$ cat src/design/mrq_pkg.sv
`timescale 1ns / 1ps
`default_nettype none
// ----------------------------------------------------------------------------
// mrq_pkg
// Shared types for the mailbox ring queue: opcodes, status codes, controller
// states and the command word from controller to datapath.
// ----------------------------------------------------------------------------
package mrq_pkg;

	typedef enum logic [1:0] {
		OP_GET       = 2'd0,
		OP_PUT_BACK  = 2'd1,
		OP_PUT_FRONT = 2'd2,
		OP_FLUSH     = 2'd3
	} op_t;

	typedef enum logic [1:0] {
		ST_OK    = 2'd0,
		ST_EMPTY = 2'd1,
		ST_FULL  = 2'd2
	} status_t;

	typedef enum logic {
		S_IDLE = 1'b0,
		S_EXEC = 1'b1
	} ctrl_state_t;

	typedef struct packed {
		logic load;    // capture the incoming word
		logic commit;  // update queue state and load the result register
	} dp_cmd_t;

	localparam int CfgDataW = 32;
	localparam int CfgAddrW = 3;
	localparam int CapW     = 5;
	localparam logic [CapW-1:0] CapReset = 5'd16;
	localparam logic CAP_REG_SEL = 1'b0;  // paddr[2] for the capacity register

endpackage : mrq_pkg
`default_nettype wire

$ cat src/design/mrq_ctrl.sv
`timescale 1ns / 1ps
`default_nettype none
// ----------------------------------------------------------------------------
// mrq_ctrl
// Controller: takes one word, waits for the result register to free up,
// then commits. Owns the output valid flag.
// ----------------------------------------------------------------------------
module mrq_ctrl (
	input  wire logic            clk,
	input  wire logic            arst_n,
	input  wire logic            in_valid,
	output logic                 in_stall,
	output logic                 out_valid,
	input  wire logic            out_stall,
	output mrq_pkg::dp_cmd_t     cmd
);
	import mrq_pkg::*;

	ctrl_state_t state_q;
	ctrl_state_t state_nxt;
	logic        out_valid_q;
	logic        out_free;

	assign out_free = !out_valid_q || !out_stall;

	always_comb begin
		state_nxt = state_q;
		case (state_q)
			S_IDLE: begin
				if (in_valid) begin
					state_nxt = S_EXEC;
				end
			end
			S_EXEC: begin
				if (out_free) begin
					state_nxt = S_IDLE;
				end
			end
			default: begin
				state_nxt = S_IDLE;
			end
		endcase
	end

	always_comb begin
		in_stall   = 1'b1;
		cmd.load   = 1'b0;
		cmd.commit = 1'b0;
		case (state_q)
			S_IDLE: begin
				in_stall = 1'b0;
				cmd.load = in_valid;
			end
			S_EXEC: begin
				cmd.commit = out_free;
			end
			default: begin
				in_stall = 1'b1;
			end
		endcase
	end

	always_ff @(posedge clk or negedge arst_n) begin
		if (!arst_n) begin
			state_q     <= S_IDLE;
			out_valid_q <= 1'b0;
		end else begin
			state_q <= state_nxt;
			if (cmd.commit) begin
				out_valid_q <= 1'b1;
			end else if (!out_stall) begin
				out_valid_q <= 1'b0;
			end
		end
	end

	assign out_valid = out_valid_q;

endmodule : mrq_ctrl
`default_nettype wire

$ cat src/design/mrq_dp.sv
`timescale 1ns / 1ps
`default_nettype none
// ----------------------------------------------------------------------------
// mrq_dp
// Datapath: message RAM, read/write indices, held count and the result
// register. Acts on commands from the controller.
// ----------------------------------------------------------------------------
module mrq_dp #(
	parameter  int SLOTS        = 16,
	parameter  int MESSAGE_BITS = 32,
	localparam int CntW         = $clog2(SLOTS + 1)
) (
	input  wire logic                      clk,
	input  wire logic                      arst_n,
	input  wire mrq_pkg::dp_cmd_t          cmd,
	input  wire logic [1:0]                op,
	input  wire logic [MESSAGE_BITS-1:0]   message_in,
	input  wire logic [mrq_pkg::CapW-1:0]  capacity,
	output logic [1:0]                     status,
	output logic [MESSAGE_BITS-1:0]        message_out,
	output logic [CntW-1:0]                fill_level
);
	import mrq_pkg::*;

	localparam int IdxW = (SLOTS > 1) ? $clog2(SLOTS) : 1;
	localparam int CmpW = (CntW > CapW) ? CntW : CapW;
	localparam int NxtW = (IdxW + 1 > CntW) ? IdxW + 1 : CntW;

	logic [MESSAGE_BITS-1:0] mem [SLOTS];
	logic [MESSAGE_BITS-1:0] rdata_q;

	op_t                     op_q;
	logic [MESSAGE_BITS-1:0] msg_q;
	logic [IdxW-1:0]         rd_q;
	logic [IdxW-1:0]         wr_q;
	logic [CntW-1:0]         cnt_q;

	status_t                 status_q;
	logic [MESSAGE_BITS-1:0] msg_out_q;
	logic [CntW-1:0]         fill_q;

	// clamp the configured capacity to 1..SLOTS
	logic [CmpW-1:0] cap_w;
	logic [CmpW-1:0] cfg_w;
	logic [CntW-1:0] cap;
	logic [CntW-1:0] cap_m1;
	logic [NxtW-1:0] rd_inc;
	logic [NxtW-1:0] wr_inc;
	logic [IdxW-1:0] rd_next_get;
	logic [IdxW-1:0] rd_next_front;
	logic [IdxW-1:0] wr_next;
	logic            full;
	logic            empty;
	logic            mem_we;
	logic [IdxW-1:0] mem_wa;

	assign cfg_w = CmpW'(capacity);

	always_comb begin
		if (cfg_w == '0) begin
			cap_w = CmpW'(1);
		end else if (cfg_w > CmpW'(SLOTS)) begin
			cap_w = CmpW'(SLOTS);
		end else begin
			cap_w = cfg_w;
		end
	end

	assign cap    = cap_w[CntW-1:0];
	assign cap_m1 = cap - CntW'(1);
	assign full   = cnt_q >= cap;
	assign empty  = cnt_q == '0;

	assign rd_inc = NxtW'(rd_q) + NxtW'(1);
	assign wr_inc = NxtW'(wr_q) + NxtW'(1);

	assign rd_next_get   = (rd_inc >= NxtW'(cap)) ? '0 : rd_inc[IdxW-1:0];
	assign wr_next       = (wr_inc >= NxtW'(cap)) ? '0 : wr_inc[IdxW-1:0];
	assign rd_next_front = (rd_q == '0) ? cap_m1[IdxW-1:0]
	                                    : rd_q - IdxW'(1);

	assign mem_we = cmd.commit && !full
	                && (op_q == OP_PUT_BACK || op_q == OP_PUT_FRONT);
	assign mem_wa = (op_q == OP_PUT_FRONT) ? rd_next_front : wr_q;

	// RAM: one write port, one registered read port at the read index
	always_ff @(posedge clk) begin
		if (mem_we) begin
			mem[mem_wa] <= msg_q;
		end
		rdata_q <= mem[rd_q];
	end

	always_ff @(posedge clk) begin
		if (cmd.load) begin
			op_q  <= op_t'(op);
			msg_q <= message_in;
		end
	end

	always_ff @(posedge clk or negedge arst_n) begin
		if (!arst_n) begin
			rd_q  <= '0;
			wr_q  <= '0;
			cnt_q <= '0;
		end else if (cmd.commit) begin
			case (op_q)
				OP_GET: begin
					if (!empty) begin
						rd_q  <= rd_next_get;
						cnt_q <= cnt_q - CntW'(1);
					end
				end
				OP_PUT_BACK: begin
					if (!full) begin
						wr_q  <= wr_next;
						cnt_q <= cnt_q + CntW'(1);
					end
				end
				OP_PUT_FRONT: begin
					if (!full) begin
						rd_q  <= rd_next_front;
						cnt_q <= cnt_q + CntW'(1);
					end
				end
				OP_FLUSH: begin
					rd_q  <= '0;
					wr_q  <= '0;
					cnt_q <= '0;
				end
				default: begin
					cnt_q <= cnt_q;
				end
			endcase
		end
	end

	// result register; fill level is the count after the operation
	always_ff @(posedge clk) begin
		if (cmd.commit) begin
			status_q  <= ST_OK;
			msg_out_q <= '0;
			fill_q    <= cnt_q;
			case (op_q)
				OP_GET: begin
					if (empty) begin
						status_q <= ST_EMPTY;
					end else begin
						msg_out_q <= rdata_q;
						fill_q    <= cnt_q - CntW'(1);
					end
				end
				OP_PUT_BACK, OP_PUT_FRONT: begin
					if (full) begin
						status_q <= ST_FULL;
					end else begin
						fill_q <= cnt_q + CntW'(1);
					end
				end
				OP_FLUSH: begin
					fill_q <= '0;
				end
				default: begin
					status_q <= ST_OK;
				end
			endcase
		end
	end

	assign status      = status_q;
	assign message_out = msg_out_q;
	assign fill_level  = fill_q;

endmodule : mrq_dp
`default_nettype wire

$ cat src/design/mailbox_ring_queue_core.sv
`timescale 1ns / 1ps
`default_nettype none
// ----------------------------------------------------------------------------
// mailbox_ring_queue_core
// Message mailbox in a ring buffer: get, put at back, put at front, flush,
// with an APB register for the queue capacity.
// ----------------------------------------------------------------------------
//  channel | handshake          | payload
//  --------+--------------------+----------------------------------------
//  in      | in_valid/in_stall  | op, message_in
//  out     | out_valid/out_stall| status, message_out, fill_level
//  cfg     | psel/penable/pready| paddr, pwrite, pwdata, prdata
//
//  Each word goes through a capture step, during which the RAM read at
//  the read index is registered, and then a commit step that updates the
//  indices and loads the result register.
//  Input is stalled during the commit wait; a stalled output holds the
//  commit back until the result register frees (it may free in that cycle).
//  Reset clears indices and count, and sets capacity to 16; no RAM clear.
// ----------------------------------------------------------------------------
module mailbox_ring_queue_core #(
	parameter  int SLOTS        = 16,
	parameter  int MESSAGE_BITS = 32,
	localparam int CntW         = $clog2(SLOTS + 1)
) (
	input  wire logic                          clk,
	input  wire logic                          arst_n,
	input  wire logic                          in_valid,
	output logic                               in_stall,
	input  wire logic [1:0]                    op,
	input  wire logic [MESSAGE_BITS-1:0]       message_in,
	output logic                               out_valid,
	input  wire logic                          out_stall,
	output logic [1:0]                         status,
	output logic [MESSAGE_BITS-1:0]            message_out,
	output logic [CntW-1:0]                    fill_level,
	input  wire logic                          psel,
	input  wire logic                          penable,
	input  wire logic                          pwrite,
	input  wire logic [mrq_pkg::CfgAddrW-1:0]  paddr,
	input  wire logic [mrq_pkg::CfgDataW-1:0]  pwdata,
	output logic [mrq_pkg::CfgDataW-1:0]       prdata,
	output logic                               pready
);
	import mrq_pkg::*;

	dp_cmd_t         cmd;
	logic [CapW-1:0] cap_q;
	logic            cap_sel;

	assign pready  = 1'b1;
	assign cap_sel = paddr[2] == CAP_REG_SEL;

	always_ff @(posedge clk or negedge arst_n) begin
		if (!arst_n) begin
			cap_q <= CapReset;
		end else if (psel && penable && pwrite && pready && cap_sel) begin
			cap_q <= pwdata[CapW-1:0];
		end
	end

	assign prdata = cap_sel ? CfgDataW'(cap_q) : '0;

	mrq_ctrl u_ctrl (
		.clk       (clk),
		.arst_n    (arst_n),
		.in_valid  (in_valid),
		.in_stall  (in_stall),
		.out_valid (out_valid),
		.out_stall (out_stall),
		.cmd       (cmd)
	);

	mrq_dp #(
		.SLOTS        (SLOTS),
		.MESSAGE_BITS (MESSAGE_BITS)
	) u_dp (
		.clk         (clk),
		.arst_n      (arst_n),
		.cmd         (cmd),
		.op          (op),
		.message_in  (message_in),
		.capacity    (cap_q),
		.status      (status),
		.message_out (message_out),
		.fill_level  (fill_level)
	);

endmodule : mailbox_ring_queue_core
`default_nettype wire
$ cat config.mk
export PLATFORM = sky130hd
export DESIGN_NAME = mailbox_ring_queue_core
export DESIGN_NICKNAME = d
export VERILOG_FILES = /design/src/design/mrq_pkg.sv /design/src/design/mrq_ctrl.sv /design/src/design/mrq_dp.sv /design/src/design/mailbox_ring_queue_core.sv
export SDC_FILE = /design/constraint.sdc
export NUM_CORES = 1
export LEC_CHECK = 0
export BUFFER_PORTS_ARGS = -buffer_cell sky130_fd_sc_hd__buf_4
export CAP_MARGIN = 40
export CELL_PAD_IN_SITES_DETAIL_PLACEMENT = 1
export CELL_PAD_IN_SITES_GLOBAL_PLACEMENT = 1
export CORE_MARGIN = 5
export CORE_UTILIZATION = 40
export CTS_CLUSTER_DIAMETER = 50
export CTS_CLUSTER_SIZE = 16
export DETAILED_ROUTE_END_ITERATION = 6
export PLACE_DENSITY_LB_ADDON = 0.1
export SYNTH_ARGS = -nofsm -noshare
export SYNTH_HDL_FRONTEND = slang
export SYNTH_HIERARCHICAL = 1
export SYNTH_SLANG_ARGS = --single-unit
export TNS_END_PERCENT = 20
$ cat constraint.sdc
create_clock -name clk -period 7.5 [get_ports clk]
set_input_delay 0.375 -clock clk [delete_from_list [all_inputs] [get_ports clk]]
set_output_delay 0.375 -clock clk [all_outputs]
set_load 0.05 [all_outputs]
# After elaboration in Yosys (flattened, before gate mapping)
# Memories as Yosys holds them, arrays and structs flattened. A register that Yosys moved wholly into a read port is not among the register bits.
# Cells that the tools add are included.
# word_totals
regBits,93
mem_bits_rw,512
inputBits,76
out_inout_bits,74
word_cells,80
n_memories,1
# memory_table
name,depth,word_bits,rd,rd_clocked_by_memory_dff,write_ports,line_no,rtl
u_dp.mem,16,32,1,1,1,mrq_dp.sv:29,logic [MESSAGE_BITS-1:0] mem [SLOTS];
# classes
addsub,6
order_cmp,4
eq_ne,7
n_mux,28
bitwise,3
n_reduce_logical,20
# ops
op,count
4-bit 2-to-1 mux,7
5-bit 2-to-1 mux,5
5-bit >= comparator,3
5-bit case mux with 3 select lines,1
4-bit case mux with 3 select lines,1
4-bit by 1-bit adder with 5-bit output (second input constant),2
5-bit logical NOT,2
1-bit 2-to-1 mux,10
4-bit case mux with 2 select lines,1
4-bit by 1-bit subtractor with 4-bit output (second input constant),2
2-bit != test (second input constant),3
5-bit by 1-bit adder with 5-bit output (second input constant),1
5-bit greater-than comparator (second input constant),1
1-bit logical AND,5
5-bit by 1-bit subtractor with 5-bit output (second input constant),1
2-bit == test (second input constant),2
4-bit logical NOT,1
2-bit case mux with 2 select lines,1
4-bit AND reduction,1
2-bit OR reduction,2
1-bit logical NOT,3
1-bit inverter,3
3-bit AND reduction,1
3-bit nonzero test,1
other kinds (7),8

# Logic depth before layout (Yosys ltp)
# Gate-level depths: netlist (run 1).
# depth
ltp_word,9
mapped_depth,13
mapped_depth_nobuf,10

# By module
# The synthesis (run 1) kept the hierarchy.
# modules_own_cells
mod,instances,cells_per_inst,area_per_inst_um2,seq_area_each_um2
mrq_dp,1,1098,24218.2,18532.8
mailbox_ring_queue_core,1,46,467.9,126.4
mrq_ctrl,1,6,83.8,50.0

# Worst setup path before layout (run 1)
# No wires, ideal clock.
# synth_path
kind,reg-to-reg
start,register u_ctrl.state_q
end,"memory u_dp.mem[7][0], enable pin"
setup_time_ns,0.502
arrival_ns,7.818
required_ns,6.998
setup_slack_ns,-0.819
stages_incl_launch_ff,6
n_path_buf,0
synth_period_minus_slack_ns,8.319
path_cell_list,dfrtp_1 a21boi_0 nand3_1 a21oi_1 nand2_1 nor4_1
# synth_rtl
element,line_no,rtl
start: declaration,mrq_ctrl.sv:19,ctrl_state_t state_q;
start signal: assignment,mrq_ctrl.sv:68,state_q <= state_nxt;
end: declaration,mrq_dp.sv:29,

# Final worst setup path (run 1)
# layout_path
start,register u_dp.rd_q[1]
end,"memory u_dp.mem[3][20], enable pin"
# layout_between
elab_chain_cells,3
word_cells_on_any_way,4
classes_between,add/sub: 1; mux: 2; reduce/logical: 1
# layout_rtl
element,line_no,rtl
start: declaration,mrq_dp.sv:34,logic [IdxW-1:0] rd_q;
start signal: assignment,mrq_dp.sv:110,rd_q <= rd_next_get;
start signal: assignment,mrq_dp.sv:122,rd_q <= rd_next_front;
4-bit by 1-bit subtractor with 4-bit output or 4-bit logical NOT (tied branches),"mrq_dp.sv:80, mrq_dp.sv:79",
4-bit 2-to-1 mux *,mrq_dp.sv:79,assign rd_next_front = (rd_q == '0) ? cap_m1[IdxW-1:0]
4-bit 2-to-1 mux *,mrq_dp.sv:84,assign mem_wa = (op_q == OP_PUT_FRONT) ? rd_next_front : wr_q;
# Every way passes the cells marked *; elsewhere a longest branch is shown, timed or not.

==> results.json, run 1 <==
{
  "crit_path_cell_trace": "inv_1 -> ha_1 -> nor3b_2 -> o211ai_1 -> a21boi_0 -> ha_1 -> or3_1 -> nand3_1 -> a21boi_1 -> nor4b_4 -> buf_4",
  "io_buffers": 92,
  "track_usage_pct": 16.7,
  "wl_met3_um": 2030,
  "yosysWarnings": 6,
  "vdd_drop_max_mv": 0.209,
  "num_vias": 11600,
  "final.setup.tns_ps": 0,
  "cts.sinks": 637,
  "wire_per_inst_um": 25.6,
  "clk_pin_slew_ps": 70,
  "io_pins": 150,
  "r2r-end": "u_dp/mem[3][20]",
  "synth-seq-cells": 637,
  "cts_tree": "done",
  "clock_latency_ps": 600,
  "h-tree-depth": 3,
  "reg2regPathDepth": 11,
  "drive_gt1_share_pct": 32.0,
  "fin_skew_ps": 20.7,
  "ys_top_cells_by_count": "585 x edfxtp_1, 160 x mux4_2, 35 x and2_1",
  "hold_path_end": "u_ctrl/out_valid",
  "outcome": "finished clean",
  "synth_top_cell_area_share_pct": 70.9,
  "routed_wl_um": 55600,
  "initial_core_util_pct": 40.3,
  "setup_viol": 0,
  "synth_adder_area_share_pct": 1.21,
  "synthTopCellsByArea": "edfxtp_1 71%, mux4_2 15%, dfxtp_1 2.6%",
  "yosys.cell_types.count": 77,
  "r2r_start": "u_dp/rd_q[1]",
  "dr_wl_met2_um": 27600,
  "maxCapViolations": 0,
  "ant_nets": 0,
  "synth.most_common_cell": "edfxtp_1",
  "die_area_um2": 67000,
  "num_rows": 91,
  "fin_crit_sh_pct": 60.3,
  "antennaDiodeCount": 0,
  "cp_common_cell": "ha_1",
  "seq_area_frac_synth_pct": 75.5,
  "gp_congestion": 0.743,
  "antenna_found_initial": 0,
  "critical_path_class": "reg2reg",
  "numCtsBuffers": 67,
  "hold_viol": 0,
  "synth-async-reset-ratio_pct": 3.14,
  "drv_slew": 0,
  "clock_path_buffers": 3,
  "synth_top_flop_cell": "edfxtp_1",
  "rsz0062_at_grt": "false",
  "synth-compound-area-share_pct": 2.18,
  "synth_area_leader_cell": "edfxtp_1",
  "min_period_ps": 4520,
  "drt_iter0_drc": 653,
  "cts-root-buf": "clkbuf_16",
  "worst-endpoint-required_ps": 7720,
  "synth_xor_area_share_pct": 0.141,
  "wl_met1_um": 25000,
  "syn_inst": 1150,
  "highest_layer": "met4",
  "syn_to_final_growth_pct": 18.0,
  "synth_top_family_by_area": "multiplexers",
  "first_global_vias": 12500,
  "grt_first_pass_wirelength_um": 82900,
  "synthSimpleGateAreaFrac_pct": 3.61,
  "pwr_density_cell_nw_per_um2": 354,
  "core_area_um2": 61500,
  "dp_hpwl_um": 28500,
  "syn_avg_cell_area_um2": 21.5,
  "cp_max_fo": 46,
  "synth.area.mux_share_pct": 15.2,
  "gr-total-overflow": 0,
  "r2r_slack_ps": 2980,
  "worst_slack_ps": 2980,
  "drc": 0,
  "pre_cts_ws_ps": 2980,
  "tightest_slew_ps": 858,
  "routed_via_density": 5.36,
  "crit_path_start_kind": "flop",
  "synth_area_um2": 24800,
  "max_freq_mhz": 221,
  "critPathMaxStageDelay_ps": 770,
  "synth-edff-count": 585,
  "holdPathStages": 2,
  "firstDrtPassIters": 4,
  "worstPathArrival_ps": 4740,
  "p_leak_nw": 9.68,
  "hold_start": "out_stall",
  "die_h_um": 259,
  "relSlewSlack_pct": 42.8,
  "die_w_um": 259,
  "grt_max_degree": 54,
  "end_kind": "flop",
  "min_path_type": "in2reg",
  "layout.nets": 1428,
  "cp_slowest_cell": "dfrtp_4"
}
## report_power, final
| group | total (W) | leakage [nW] | switching [W] | internal [W] |
|---|---|---|---|---|
| Clock | 0.00349 | 1.12 | 0.00147 | 0.00202 |
| Combinational | 0.00243 | 2.75 | 0.00124 | 0.00120 |
| Sequential | 0.00442 | 5.82 | 0.000244 | 0.00418 |
## critical path, delay by kind of cell, from the launching register on
kind | cells | cell delay, ps
DFF | 1 | 770
buffers and inverters | 2 | 740
AOI/OAI and AO/OA | 3 | 990
and+or+nand+nor | 4 | 1110
adders and majority gates | 2 | 510
## registers in the layout (all words and copies together) (netlist names), 4 cells and up
| signal | count |
|---|---|
| u_dp/rd_q | 4 |
| u_dp/msg_q | 32 |
| u_dp/mem | 512 |
| cap_q | 5 |
| u_dp/cnt_q | 5 |
| u_dp/rdata_q | 32 |
| u_dp/wr_q | 4 |
| u_dp/fill_level | 5 |
| u_dp/message_out | 32 |
## routing by layer
layer / track usage [%] / vias up
li1: - / 5073
met3: 3.25 / 58
met4: 3.76 / 0
met2: 27.7 / 199
met1: 23.3 / 6308
met5: 0 / -
## kinds of logic (layout without fill, tap and decap cells)
family	after synthesis	after routing
and+or+nand+nor	144	144
xor gates and xnor gates	4	4
muxes	174	174
buffers and inverters	93	300
AOI/OAI and AO/OA	72	72
adders and majority gates	24	24
other	2	28
DFF	637	637
## cells in the final DEF (no fill, tap or decap), types with 8 or more instances in the layout
| master | netlist | layout |
|---|---|---|
| edfxtp_1 | 585 | 585 |
| bufinv_16 | 0 | 8 |
| nand3_1 | 10 | 10 |
| conb_1 | 2 | 28 |
| a21oi_1 | 13 | 13 |
| dlygate4sd3_1 | 0 | 40 |
| and2_1 | 35 | 35 |
| clkbuf_16 | 0 | 69 |
| nor2_1 | 11 | 11 |
| dfxtp_1 | 32 | 32 |
| dfrtp_1 | 19 | 16 |
| buf_4 | 29 | 117 |
| ha_1 | 24 | 24 |
| nand2b_1 | 8 | 8 |
| clkinvlp_4 | 0 | 11 |
| nor3_2 | 0 | 8 |
| mux4_2 | 160 | 160 |
| nand2_1 | 24 | 24 |
| inv_1 | 13 | 13 |
## how the worst max path moves through the flow
stage	from	to	slack, ps	cells after the start
finish	u_dp/rd_q[1]	u_dp/mem[3][20]	2980	11
global route	u_dp/rd_q[1]	u_dp/mem[3][20]	2720	11
floorplan	u_ctrl/state_q	u_dp/mem[7][0]	330	5
global placement	u_dp/rd_q[0]	u_dp/mem[3][12]	2860	10
CTS	u_dp/rd_q[1]	u_dp/mem[3][20]	2930	11
detailed placement	u_dp/rd_q[1]	u_dp/mem[3][14]	2980	11
## what timing repair did
item	CTS	global route
gates resized for setup	0	0
hold endpoints to repair	59	0
setup buffers	0	0
hold buffers	40	0
## layout make-up
cell class	count	area (um2)
Clock buffer	76	1750
Clock inverter	48	602
Fill cell	5511	32200
Inverter	14	52.6
Multi-Input combinational cell	446	5740
Sequential cell	637	18700
Tap cell	790	988
Timing Repair Buffer	162	1380
## per-stage QoR
stage                     util [%]  total power (W)  cells  cell area, um2  hold WS [ps]
after floorplan                  -          0.00629   1176           24900          79.4
final                         47.5           0.0103   2173           29200          40.5
after global routing          47.5           0.0109   2173           29200          14.1
after CTS                     47.5           0.0105   2173           29200         0.890
after global placement        42.9          0.00690   2004           26400           302
after detailed placement      43.1          0.00698   2009           26500           299
Power figures use the tool's default switching activity.
==> run 2, diff against run 1 <==
clock period = 4.35 ns   (was 7.5 ns; I/O delays follow)
==> run 2 against run 1 <==
Net effect:
- die area unchanged
- critical endpoint is now u_dp/mem[4][20]
- setup slack worse by 2600 ps
- largest power group unchanged
- largest cell class unchanged
- routed wire length up 1.8%
==> results.json, run 2 (synthesized netlist as in run 1, its figures left out) <==
{
  "outcome": "finished clean",
  "die_h_um": 259,
  "clock_path_buffers": 3,
  "core_area_um2": 61500,
  "syn_to_final_growth_pct": 18.9,
  "max_freq_mhz": 251,
  "nFillCells": 5520,
  "initial_core_util_pct": 40.3,
  "r2r_start": "u_dp/rd_q[0]",
  "fin_crit_sh_pct": 91.7,
  "drt_iter0_drc": 727,
  "rsz0062_at_grt": "false",
  "io_pins": 150,
  "cts_resized": 0,
  "cp_top_family": "compound AO/OA/AOI/OAI gates",
  "cts.sinks": 637,
  "firstDrtPassIters": 5,
  "largest_reg_flops": 512,
  "cp_common_cell": "ha_1",
  "hold_start": "penable",
  "worst-endpoint-required_ps": 4570,
  "whs_ps": 39.5,
  "cp_slowest_cell": "a211oi_1",
  "worstPathArrival_ps": 4210,
  "vdd_drop_max_mv": 0.523,
  "path_depth": 11,
  "die_area_um2": 67000,
  "worst_slack_ps": 362,
  "crit_start": "u_dp/rd_q[0]",
  "end_kind": "flop",
  "h-tree-depth": 3,
  "final_cell_mix": "585 x edfxtp_1, 160 x mux4_2, 127 x buf_4, 71 x clkbuf_16, 41 x dlygate4sd3_1",
  "p_leak_nw": 9.80,
  "highest_layer": "met4",
  "routed_via_density": 5.31,
  "pwr_density_cell_nw_per_um2": 609,
  "gr-total-overflow": 0,
  "ant_nets": 0,
  "cp_max_fo": 23,
  "min_path_type": "in2reg",
  "wire_per_inst_um": 25.8,
  "final_common_cell": "edfxtp_1",
  "maxCapViolations": 0,
  "hold_viol": 0,
  "wl_met3_um": 1890,
  "final_cell_area_um2": 29500,
  "antenna_found_initial": 0,
  "drc": 0,
  "io_buffers": 92,
  "numCtsBuffers": 70,
  "holdPathStages": 3,
  "place_area_um2": 26700,
  "layout.nets": 1445,
  "top_register": "u_dp/mem",
  "dp.cells": 2022,
  "finalNonFillerCells": 2190,
  "relSlewSlack_pct": 40.4,
  "cts-root-buf": "clkbuf_16",
  "pre_cts_ws_ps": 336,
  "cts_tree": "done",
  "crit_path_cell_trace": "inv_1 -> ha_1 -> nor3b_2 -> o211ai_1 -> a21boi_0 -> ha_1 -> a21oi_1 -> a211oi_1 -> nand2_1 -> nor3_4 -> buf_4",
  "first_global_vias": 12800,
  "tightest_slew_ps": 894,
  "critPathMaxStageDelay_ps": 530,
  "grt_max_degree": 135,
  "die_w_um": 259,
  "setup_viol": 0,
  "num_rows": 91,
  "path_buf_inv": 2,
  "drive_gt1_share_pct": 32.8,
  "fin_skew_ps": 32.1,
  "clock_latency_ps": 620,
  "clk_pin_slew_ps": 70,
  "grt_first_pass_wirelength_um": 85200,
  "dp_hpwl_um": 31100,
  "dr_wl_met2_um": 28500,
  "antennaDiodeCount": 0,
  "routed_wl_um": 56600,
  "critical_path_class": "reg2reg",
  "gp_congestion": 0.723,
  "num_vias": 11600,
  "track_usage_pct": 17.1,
  "drv_slew": 0,
  "fin_util_pct": 47.9,
  "wl_met1_um": 25000,
  "reg2regPathDepth": 11,
  "crit_path_start_kind": "flop",
  "min_period_ps": 3990
}
==> run 2: cell count changes in the layout (fill, tap and decap cells not counted), moves of 3 or more <==
cell / delta
clkinv_4: -3
bufinv_16: -3
nor3_2: -8
inv_6: +5
buf_4: +10
nor3_4: +8
buf_12: +5
clkinvlp_4: -3
==> run 2: repair_timing <==
| item | 4_1_cts | 5_1_grt |
|---|---|---|
| endpoints found under the hold margin | 61 | 0 |
| hold buffers | 41 | 0 |
| setup endpoints to repair | 0 | 0 |
| buffers inserted | 0 | 0 |
==> run 2: final cells by class <==
| class | count | area, um2 | share of cell area, % |
|---|---|---|---|
| Sequential cell | 637 | 18700 | 63.5 |
| Multi-Input combinational cell | 446 | 5820 | 19.7 |
| Clock buffer | 81 | 1820 | 6.19 |
| Timing Repair Buffer | 176 | 1530 | 5.20 |
| Tap cell | 790 | 988 | 3.36 |
| Clock inverter | 46 | 527 | 1.79 |
| Inverter | 14 | 52.6 | 0.178 |
==> run 2: metrics by stage <==
step	setup TNS (ps)	total power, W
final	0	0.0179
after global routing	0	0.0188
after CTS	0	0.0183
after detailed placement	0	0.0121
after global placement	0	0.0121
after floorplan	-69680	0.0109
==> run 2: metal layers <==
metal  vias up  GRT usage [%]
met5         -              0
met4         0           4.44
met3        80           2.80
met2       180           28.8
met1      6263           23.6
li1       5103              -
==> run 2: worst paths after layout <==
kind                                              to  slack (ps)
worst max-delay path                 u_dp/mem[4][20]         360
worst min-delay path                        cap_q[1]          40
worst max register to register       u_dp/mem[4][20]         360
worst min register to register  u_dp/message_out[25]         500
max in group asynchronous                   cap_q[4]        3980
min in group asynchronous               u_dp/rd_q[0]          70
==> run 2: power breakdown <==
group / internal [W] / switching, W
Clock: 0.00342 / 0.00258
Combinational: 0.00207 / 0.00235
Sequential: 0.00720 / 0.000316
==> run 2: worst min-delay path, stage by stage <==
cell and delay [ps]:
buf_4 120, nand4b_4 110, mux2_2 150
==> run 3, diff against run 2 <==
CORE_MARGIN = 2   (was 5)
==> run 3 against run 2 <==
Net effect:
- clock skew fell by 7.0 ps
- cell count rose by 0.32%
- combinational power fell by 1%
- largest cell class unchanged
- highest routed layer unchanged
- non-clock buffer count rose by 3
- fmax rose by 0.63%
- sequential share of layout area fell by 0.28 points
- register-to-register slack improved by 20 ps
- clock-buffer cell count rose by 4
- global-route usage rose by 0.79 points
==> results.json, run 3 (synthesized netlist as in run 1, its figures left out) <==
{
  "outcome": "finished clean",
  "clk_pin_slew_ps": 60,
  "top_register": "u_dp/mem",
  "drive_gt1_share_pct": 32.9,
  "critical_path_class": "reg2reg",
  "fin_util_pct": 48.1,
  "die_w_um": 253,
  "hold_start": "penable",
  "fin_skew_ps": 25.1,
  "cts_tree": "done",
  "cp_max_fo": 21,
  "grt_max_degree": 135,
  "grt_first_pass_wirelength_um": 83000,
  "routed_via_density": 5.32,
  "layout.nets": 1448,
  "h-tree-depth": 3,
  "firstDrtPassIters": 5,
  "dp_hpwl_um": 30500,
  "syn_to_final_growth_pct": 19.5,
  "ant_nets": 0,
  "routed_wl_um": 55100,
  "track_usage_pct": 17.9,
  "min_path_type": "in2reg",
  "wire_per_inst_um": 25.1,
  "r2r_slack_ps": 390,
  "die_area_um2": 63900,
  "clock_latency_ps": 610,
  "hold_path_end": "cap_q[3]",
  "cts-root-buf": "clkbuf_16",
  "crit_path_start_kind": "flop",
  "reg2regPathDepth": 11,
  "worstPathArrival_ps": 4190,
  "vdd_drop_max_mv": 0.540,
  "tightest_slew_ps": 910,
  "die_h_um": 253,
  "final-seq-area_um2": 18700,
  "hold_viol": 0,
  "drv_slew": 0,
  "p_leak_nw": 9.86,
  "gr-total-overflow": 0,
  "rsz0062_at_grt": "false",
  "worst-endpoint-required_ps": 4580,
  "cts.sinks": 637,
  "multi_input_area_um2": 5820,
  "core_area_um2": 61500,
  "r2r-end": "u_dp/mem[9][24]",
  "fin_crit_sh_pct": 91.1,
  "largest_reg_flops": 512,
  "relSlewSlack_pct": 39.3,
  "drt_iter0_drc": 816,
  "drc": 0,
  "clock_path_buffers": 3,
  "setup_viol": 0,
  "max_freq_mhz": 252,
  "io_buffers": 92,
  "antenna_found_initial": 1,
  "num_vias": 11700,
  "r2r_start": "u_dp/rd_q[0]",
  "io_pins": 150,
  "nFillCells": 5521,
  "maxCapViolations": 0,
  "pwr_density_cell_nw_per_um2": 611,
  "numCtsBuffers": 70,
  "num_rows": 91,
  "end_kind": "flop",
  "whs_ps": 36.8,
  "initial_core_util_pct": 40.3,
  "min_period_ps": 3960,
  "final_common_cell": "edfxtp_1",
  "holdPathStages": 3,
  "cts_resized": 0,
  "final_cell_mix": "585 x edfxtp_1, 160 x mux4_2, 129 x buf_4, 75 x clkbuf_16, 41 x dlygate4sd3_1",
  "gp_congestion": 0.725,
  "first_global_vias": 12600
}
run 3: cell count changes in the layout (fill, tap and decap cells not counted), moves of 2 or more:
cell	previous run	this run
buf_4	127	129
buf_12	7	9
clkbuf_16	71	75
clkinv_1	0	2
inv_6	12	9
run 3: where the power goes:
part	switching [W]	internal [W]	leakage (nW)
clock	0.00258	0.00362	1.18
sequential	0.000327	0.00720	5.82
combinational	0.00231	0.00204	2.86
run 3: worst max path at each step:
stage | start | to | cells past startpoint
after floorplan | u_ctrl/state_q | u_dp/mem[13][0] | 4
after global placement | u_dp/rd_q[0] | u_dp/mem[9][16] | 11
after detailed placement | u_dp/rd_q[0] | u_dp/mem[1][15] | 11
after CTS | u_dp/rd_q[0] | u_dp/mem[9][29] | 11
after global routing | u_dp/rd_q[0] | u_dp/mem[9][29] | 11
final | u_dp/rd_q[0] | u_dp/mem[9][24] | 11
run 3: worst max-delay path: stages (launching register included):
cell	delay [ps]
dfrtp_4	470
inv_1	110
ha_1	290
nor3b_2	270
o211ai_1	190
a21boi_0	170
ha_1	350
a21oi_1	100
a211oi_1	600
nand2b_1	350
nor3_4	210
buf_4	460
run 3: through the flow:
stage                     setup slack (ps)  instance area, um2  setup TNS [ps]  power [W]  cells
after floorplan                       -508               25000          -69680     0.0109   1176
after global placement                 497               26700               0     0.0121   2024
after detailed placement               433               26700               0     0.0121   2025
after CTS                              398               29600               0     0.0184   2196
after global routing                  72.4               29600               0     0.0189   2196
final                                  387               29600               0     0.0181   2197
run 3: cell type report:
type | count | share of cell area [%]
clock inverters | 45 | 1.79
well taps | 790 | 3.34
inverters | 14 | 0.178
clock buffers | 85 | 6.50
repair buffers | 179 | 5.27
multi-input cells | 446 | 19.7
flip-flops and latches | 637 | 63.3
diodes | 1 | 0.00846
run 3: metal layers:
| metal | GRT usage (%) | vias up | routed length [um] |
|---|---|---|---|
| met2 | 29.5 | 208 | 27300 |
| li1 | - | 5133 | - |
| met3 | 2.56 | 68 | 1950 |
| met4 | 5.04 | 0 | 890 |
| met5 | 0 | - | 0 |
| met1 | 25.1 | 6282 | 24900 |
run 3: repair_timing:
item                                   in CTS  in global routing
endpoints found under the hold margin      61                  0
setup buffers                               0                  0
hold buffers                               41                  0
